## src/sv/iss_pkg.sv

```systemverilog
// Shared constants and types for the insertion sorter.
package iss_pkg;

  localparam int CAPACITY = 32;
  localparam int VALUE_W  = 32;

  // What one cell shows its neighbors.
  typedef struct packed {
    logic                      valid;
    logic                      gt;
    logic signed [VALUE_W-1:0] value;
  } cell_link_t;

  // Per-cycle command broadcast to every cell.
  typedef struct packed {
    logic insert;
    logic shift_out;
  } cell_ctl_t;

  typedef enum logic [1:0] {
    ST_LOAD  = 2'b01,
    ST_DRAIN = 2'b10
  } sorter_state_t;

endpackage

```

## src/sv/iss_cell.sv

```systemverilog
// One cell of the insertion chain: holds a single sorted value.
module iss_cell (
  input  logic                              clk,
  input  logic                              rst,
  input  iss_pkg::cell_ctl_t                ctl,
  input  logic signed [iss_pkg::VALUE_W-1:0] sample,
  input  iss_pkg::cell_link_t               left,
  input  iss_pkg::cell_link_t               right,
  output iss_pkg::cell_link_t               own
);
  import iss_pkg::*;

  logic                      valid;
  logic signed [VALUE_W-1:0] value;
  logic                      gt;

  // Strictly greater keeps equal values in arrival order.
  assign gt  = valid && (value > sample);
  assign own = '{valid: valid, gt: gt, value: value};

  always_ff @(posedge clk) begin
    if (rst) begin
      valid <= 1'b0;
    end else if (ctl.shift_out) begin
      valid <= right.valid;
      value <= right.value;
    end else if (ctl.insert) begin
      if (left.gt) begin
        // The new value lands to our left, so everything here moves up one.
        valid <= 1'b1;
        value <= left.value;
      end else if (gt || (!valid && left.valid)) begin
        valid <= 1'b1;
        value <= sample;
      end
    end
  end

endmodule

```

## src/sv/insertion_sorter_unit.sv

```systemverilog
// Top level of the insertion sorter: a chain of sorting cells and the batch control.
// Loading takes one input transaction per cycle; each value is placed in the cell chain in
// the cycle it is accepted, by a compare in every cell against the broadcast value.
// After the batch-end transaction the first result is valid in the next cycle, then one result
// per cycle while m_tready is high; a batch blocks input until its last stored result is taken.
// Reset clears the cell valid bits, the drop flag and the control state; there is no sweep.
module insertion_sorter_unit (
  input  logic        clk,
  input  logic        rst,
  input  logic        s_tvalid,
  output logic        s_tready,
  input  logic [31:0] s_tdata,  // [31:0] sample_value
  input  logic        s_tlast,  // batch_end
  output logic        m_tvalid,
  input  logic        m_tready,
  output logic [31:0] m_tdata,  // [31:0] sorted_value
  output logic        m_tlast,  // final_result
  output logic        m_tuser   // [0] overflow
);
  import iss_pkg::*;

  sorter_state_t state;
  sorter_state_t state_next;
  logic          dropped;

  cell_link_t    links [CAPACITY];
  logic [CAPACITY-1:0] cell_valid;
  cell_ctl_t     ctl;
  logic          full;
  logic          s_fire;
  logic          m_fire;

  localparam cell_link_t EDGE_LEFT  = '{valid: 1'b1, gt: 1'b0, value: '0};
  localparam cell_link_t EDGE_RIGHT = '{valid: 1'b0, gt: 1'b0, value: '0};

  assign s_tready = (state == ST_LOAD);
  assign s_fire   = s_tvalid && s_tready;
  assign m_fire   = m_tvalid && m_tready;
  assign full     = cell_valid[CAPACITY-1];

  assign ctl.insert    = s_fire && !full;
  assign ctl.shift_out = m_fire;

  genvar i;
  generate
    for (i = 0; i < CAPACITY; i++) begin : g_cell
      iss_cell u_cell (
        .clk    (clk),
        .rst    (rst),
        .ctl    (ctl),
        .sample (signed'(s_tdata)),
        .left   ((i == 0) ? EDGE_LEFT : links[(i == 0) ? 0 : i - 1]),
        .right  ((i == CAPACITY - 1) ? EDGE_RIGHT : links[(i == CAPACITY - 1) ? i : i + 1]),
        .own    (links[i])
      );
      assign cell_valid[i] = links[i].valid;
    end
  endgenerate

  // The head of the chain is the smallest value; unloading shifts toward it.
  assign m_tvalid = (state == ST_DRAIN) && cell_valid[0];
  assign m_tdata  = links[0].value;
  assign m_tlast  = !cell_valid[1];
  assign m_tuser  = dropped;

  always_comb begin
    state_next = state;
    unique case (state)
      ST_LOAD: begin
        if (s_fire && s_tlast) state_next = ST_DRAIN;
      end
      ST_DRAIN: begin
        if ((m_fire && m_tlast) || !cell_valid[0]) state_next = ST_LOAD;
      end
      default: state_next = ST_LOAD;
    endcase
  end

  always_ff @(posedge clk) begin
    if (rst) begin
      state   <= ST_LOAD;
      dropped <= 1'b0;
    end else begin
      state <= state_next;
      if (state == ST_DRAIN && state_next == ST_LOAD) begin
        dropped <= 1'b0;
      end else if (s_fire && full) begin
        dropped <= 1'b1;
      end
    end
  end

  // Occupied cells always form a prefix of the chain.
  assert property (@(posedge clk) disable iff (rst)
    (cell_valid & (cell_valid + 1'b1)) == '0)
    else $error("cell valid bits are not a prefix");

  // Input and output never run at the same time.
  assert property (@(posedge clk) disable iff (rst) m_tvalid |-> !s_tready)
    else $error("output valid while accepting input");

  // A batch end always produces at least one result in the next cycle.
  assert property (@(posedge clk) disable iff (rst) (s_fire && s_tlast) |=> m_tvalid)
    else $error("batch end without results");

  // Results come out in ascending order.
  assert property (@(posedge clk) disable iff (rst)
    (m_fire && !m_tlast) |=> (m_tvalid && ($signed(m_tdata) >= $signed($past(m_tdata)))))
    else $error("results out of order");

  // After the final result the block is ready for the next batch.
  assert property (@(posedge clk) disable iff (rst) (m_fire && m_tlast) |=> s_tready)
    else $error("not ready after final result");

endmodule

```

## config.mk

```make
export PLATFORM = sky130hd
export DESIGN_NAME = insertion_sorter_unit
export DESIGN_NICKNAME = d
export VERILOG_FILES = /design/src/sv/iss_pkg.sv /design/src/sv/iss_cell.sv /design/src/sv/insertion_sorter_unit.sv
export SDC_FILE = /design/constraint.sdc
export NUM_CORES = 2
export LEC_CHECK = 0
export BUFFER_PORTS_ARGS = -buffer_cell sky130_fd_sc_hd__buf_2
export CORE_UTILIZATION = 49
export DETAILED_ROUTE_END_ITERATION = 6
export GPL_TIMING_DRIVEN = 1
export MAX_ROUTING_LAYER = met4
export PLACE_DENSITY = 0.62
export SYNTH_ARGS = -nofsm -noshare
export SYNTH_HDL_FRONTEND = slang
export SYNTH_SLANG_ARGS = --single-unit
```

## constraint.sdc

```tcl
create_clock -name clk -period 12.6 [get_ports clk]
set_clock_uncertainty 0.2 [all_clocks]
set_input_delay 1.26 -clock clk [delete_from_list [all_inputs] [get_ports clk]]
set_output_delay 1.26 -clock clk [all_outputs]
set_load 0.05 [all_outputs]
```

== After elaboration in Yosys (flattened, before gate mapping) ==
Cells that the tools add are included.

* Equality and inequality tests: 3
* Reduce and logical (&&, ||, !) cells: 236
* Muxes and demuxes: 254
* $lt $le $gt $ge: 32
* Bitwise operators: 1

{| class="wikitable"
|+ Operator list
! kind !! count
|-
| two-way mux 32 bit || 126
|-
| > comparator 32 bit || 32
|-
| two-way mux 1 bit || 125
|-
| AND reduction 3 bit || 32
|-
| nonzero test 3 bit || 31
|-
| logical AND 1 bit || 71
|-
| AND reduction 2 bit || 32
|-
| logical OR 1 bit || 33
|-
| zero test 1 bit || 32
|-
| nonzero test 2 bit || 3
|-
| equality test 2 x 1 -> 1 bit, second input constant || 2
|-
| two-way mux 2 bit || 2
|-
| case mux 2 bit (2 select lines) || 1
|-
| OR reduction 2 bit || 2
|-
| equality test 2 bit, second input constant || 1
|-
| NOT 1 bit || 1
|}

* Input port bits: 37
* Word-level logic and storage cells: 592
* Register bits: 1059
* Output and inout port bits: 36

== Logic depth before layout (Yosys ltp) ==
* Depth after elaboration: 10
* Mapped depth: 13

== Modules after synthesis ==
Synthesis repeated with hierarchy kept, for this count alone.

* Cell total of the unflattened synthesis: 8860
* Area, all modules: 81780.9 µm²

{| class="wikitable"
|+ Modules (own cells, without submodules)
! module !! area each (µm²) !! cells each !! times used !! seq. area each (µm²)
|-
| iss_cell || 2548.7 || 276 || 32 || 980.9
|-
| insertion_sorter_unit || 222.7 || 28 || 1 || 60.1
|}

== Worst setup path after synthesis ==
OpenSTA, ideal clock, no wires.

* Kind: in2reg
* Start point: in s_tdata[31]
* End point: reg g_cell[7].u_cell.value[0] (enable)
* Cell stages on the path: 12
* Path slack: 6.111 ns
* Data arrival time: 5.849 ns
* Buffers on the path: 3
* Path through: clkbuf_1 -> inv_1 -> ha_1 -> nand3_2 -> or3_4 -> nor4_4 -> nand3b_1 -> and3_1 -> a311o_1 -> buf_6 -> buf_8 -> a31oi_1

* Longest elaborated chain between the ends: 5
* Elaborated cells on any way between the ends: 7
* Those cells by class: order compare: 2; reduce/logical: 5

{| class="wikitable"
|+ RTL lines
! item !! line !! text
|-
| start, declared || insertion_sorter_unit.sv:12 || <nowiki>input logic [31:0] s_tdata,</nowiki>
|-
| > comparator 32 bit || iss_cell.sv:18 || <nowiki>assign gt = valid && (value > sample);</nowiki>
|-
| logical AND 1 bit || iss_cell.sv:18 ||
|-
| logical OR 1 bit || iss_cell.sv:32 || <nowiki>end else if (gt || (!valid && left.valid)) begin</nowiki>
|-
| nonzero test 3 bit (no line) (*) || - ||
|-
| AND reduction 3 bit (no line) (*) || - ||
|-
| end signal, assigned || iss_cell.sv:26 || <nowiki>value <= right.value;</nowiki>
|-
| end signal, assigned || iss_cell.sv:31 || <nowiki>value <= left.value;</nowiki>
|-
| end signal, assigned || iss_cell.sv:34 || <nowiki>value <= sample;</nowiki>
|-
| end, declared || iss_cell.sv:14 || <nowiki>logic signed [VALUE_W-1:0] value;</nowiki>
|}

Every way passes the cells marked *; elsewhere a longest branch is shown, timed or not.
A chain may end at the register's enable or synchronous reset.

== Worst setup path after layout ==
* Start point: in s_tdata[8]
* End point: reg g_cell[5].u_cell.value[8] (enable)

* Longest elaborated chain between the ends: 5
* Elaborated cells on any way between the ends: 7
* Those cells by class: order compare: 2; reduce/logical: 5

{| class="wikitable"
|+ RTL lines
! item !! line
|-
| > comparator 32 bit || iss_cell.sv:18
|-
| logical AND 1 bit || iss_cell.sv:18
|-
| logical OR 1 bit || iss_cell.sv:32
|-
| nonzero test 3 bit (no line) (*) || -
|-
| AND reduction 3 bit (no line) (*) || -
|-
| end signal, assigned || iss_cell.sv:26
|-
| end signal, assigned || iss_cell.sv:31
|-
| end signal, assigned || iss_cell.sv:34
|-
| end, declared || iss_cell.sv:14
|}

Marked as above.

==> flow_metrics.env <==
export IMPL_ys_seq_area_frac=0.429
export IMPL_start_kind="primary input"
export IMPL_avgSynthCellArea_sq_um=9.80
export IMPL_drv_cap=0
export IMPL_io_buffers=72
export IMPL_gp_congestion=1.00
export IMPL_drt_wl_total_um=308000
export IMPL_hold_path_class="reg -> reg"
export IMPL_p_total_mw=8.91
export IMPL_layout_drive_gt1_share=0.0725
export IMPL_synth_area_leader_cell="edfxtp_1"
export IMPL_async_reset_ff_frac=0
export IMPL_maxSlewHeadroom=0.138
export IMPL_setup_viol=0
export IMPL_cp_top_family="buffers and inverters"
export IMPL_clock_latency_ps=790
export IMPL_synth_top_cell_area_share=0.419
export IMPL_slew_violations=0
export IMPL_synth_most_common_cell="nand2_1"
export IMPL_grt_setup_unrepaired="no"
export IMPL_status="completed"
export IMPL_synth_top_cells_by_count="1266 x nand2_1, 1024 x edfxtp_1, 994 x ha_1"
export IMPL_cp_max_fo=41
export IMPL_timing_final_crit_share=0.499
export IMPL_crit_slowest_cell="mux2i_4"
export IMPL_grt_overflow=0
export IMPL_cts_sinks=1059
export IMPL_dr_total_vias=66000
export IMPL_setup_tns_ps=0
export IMPL_whs_ps=340
export IMPL_first_global_vias=62600
export IMPL_synth_edff_count=1024
export IMPL_die_w_um=389
export IMPL_ys_types=66
export IMPL_intPower_mw=6.38
export IMPL_core_sq_mm=0.148
export IMPL_grt_use_total=0.411
export IMPL_critPathKind="in -> reg"
export IMPL_wl_per_cell_um=32.9
export IMPL_grt_max_degree=190
export IMPL_period_needed_ps=6290
export IMPL_fp_dieH_um=389
export IMPL_postSynthCellCount=7484
export IMPL_start_util=0.495
export IMPL_use_met3=0.107
export IMPL_crit_chain="buf_2, inv_2, buf_4, ha_1, nand4_1, inv_1, a221oi_1, o211ai_1, a31oi_1, mux2i_4, buf_4, a2111oi_0, nor2_2, buf_4"
export IMPL_cts_setup_buffers=0
export IMPL_ir_worst_vdd_uv=115
export IMPL_yosysWarnings=0
export IMPL_hold_buffers=0
export IMPL_rows=141
export IMPL_mappedNetlistArea_sq_mm=0.0733
export IMPL_clkPwrFrac=0.415
export IMPL_ys_ff_latch=1059
export IMPL_grt_antenna_before_repair=25
export IMPL_use_met2=0.582
export IMPL_fin_cells=9360
export IMPL_cts_root_buf="clkbuf_16"
export IMPL_dp_worst_setup_slack_ps=5640
export IMPL_power_density_mw_per_mm2=111
export IMPL_ant_nets=0
export IMPL_p_leak_nw=28.6
export IMPL_power_frac_comb=0.136
export IMPL_syn_nets=8515
export IMPL_viasPerCell=7.05
export IMPL_post_dp_hpwl_um=213000
export IMPL_syn2layout_area_growth_pct=9.09
export IMPL_setup_worst_path_end_class="register"
export IMPL_fmax_mhz=159
export IMPL_dr_pass1_iters=7
export IMPL_drc=0
export IMPL_cp_arrival_ps=6530
export IMPL_htreeDepth=4
export IMPL_finalHoldViolations=0
export IMPL_switching_share=0.284
export IMPL_tightest_slew_ps=1290
export IMPL_fin_ws_ps=6310
export IMPL_ys_top_cells_by_area="edfxtp_1 42%, ha_1 17%, o211ai_1 8.4%"
export IMPL_cp_data_required_time_ps=12850
export IMPL_ys_flop_type="edfxtp_1"
export IMPL_critical_path_buf_inv_count=6
export IMPL_clock_path_buffers=3
export IMPL_worst_path_largest_cell_delay_ps=730
export IMPL_switching_power_mw=2.53
export IMPL_gr_usage_met1=0.524
export IMPL_power_frac_seq=0.449
export IMPL_path_common_cell="buf_4"
export IMPL_grt_pass1_wl_um=441000
export IMPL_rrSetupSlack_ps=7030
export IMPL_dieArea_sq_mm=0.151
export IMPL_cts_tree="done"
export IMPL_clkTransAtPathRegs_ps=60
export IMPL_place_inst=9105
export IMPL_fin_nets=8338
export IMPL_drt_iter0_drc=9512
export IMPL_io_pin_count=73
export IMPL_numCtsBuffers=130
export IMPL_top_usage_layer="met2"
export IMPL_cts_repair_resized=0
[final cells by class]
| type | count | area, sq um |
|---|---|---|
| fill | 13200 | 68200 |
| multi-input combinational | 5747 | 39900 |
| sequential | 1059 | 31500 |
| clock buffer | 160 | 3450 |
| tap | 1930 | 2410 |
| timing repair buffer | 225 | 1580 |
| clock inverter | 72 | 563 |
| inverter | 144 | 541 |
| antenna | 23 | 57.6 |
[cells by family after synthesis]
| logic type | synth area share |
|---|---|
| simple gates | 0.160 |
| mux | 0.0339 |
| buf+inv | 0.0361 |
| flops | 0.429 |
| fa+ha+maj | 0.170 |
| compound gates | 0.171 |
[placed cells by master, fill, tap and decap left out, types with 72 or more instances in the layout]
cell type and instances:
buf_4 147, a21oi_1 506, mux2i_1 224, inv_1 113, o21ai_1 158, ha_1 994, nand3_1 832, o21ai_0 104
edfxtp_1 1024, nand2_1 1233, nand4_1 199, buf_2 72, clkbuf_16 134, a21o_1 72, o211ai_1 822, nor2_1 110
[worst register-to-register path, cell delays in order (launching register included)]
cell and delay, ps:
dfxtp_1 380, inv_1 60, ha_1 290, and2_1 190, buf_4 190, nand2_4 520, buf_4 560, buf_4 640
buf_4 870, nand2_2 900, o211ai_1 550
[per-stage QoR]
step,utilization,area [sq um]
floorplan,-,73300
global placement,0.512,75900
detailed placement,0.512,75900
CTS,0.539,79900
global route,0.540,80000
finish,0.540,80000
[registers in the layout, indices dropped and copies added, names as in the netlist]
name	cells
state	2
g_cell.u_cell.valid	32
m_tuser	1
g_cell.u_cell.value	1024
[power by group through the flow]
stage / Sequential, mW / Combinational, mW / Clock [mW]
global placement: 4.07 / 1.12 / 0
CTS: 4.00 / 1.16 / 3.70
global route: 4.00 / 1.28 / 3.81
floorplan: 4.08 / 0.675 / 0
finish: 4.00 / 1.21 / 3.70
detailed placement: 4.07 / 1.16 / 0
[routing by layer]
layer	up-vias	share of wire
met3	1005	0.13
met4	0	0.071
met5	-	0
met2	4394	0.42
met1	32000	0.38
li1	28600	-
[worst paths after layout]
kind / cells after the start / start / endpoint
worst min register to register: 2 / g_cell[31].u_cell.value[3] / g_cell[30].u_cell.value[3]
worst max-delay path: 14 / s_tdata[8] / g_cell[5].u_cell.value[8]
worst min-delay path: 2 / g_cell[31].u_cell.value[3] / g_cell[30].u_cell.value[3]
worst max register to register: 10 / state[0] / g_cell[14].u_cell.value[24]
No activity file was read; power rests on OpenSTA's default activity.
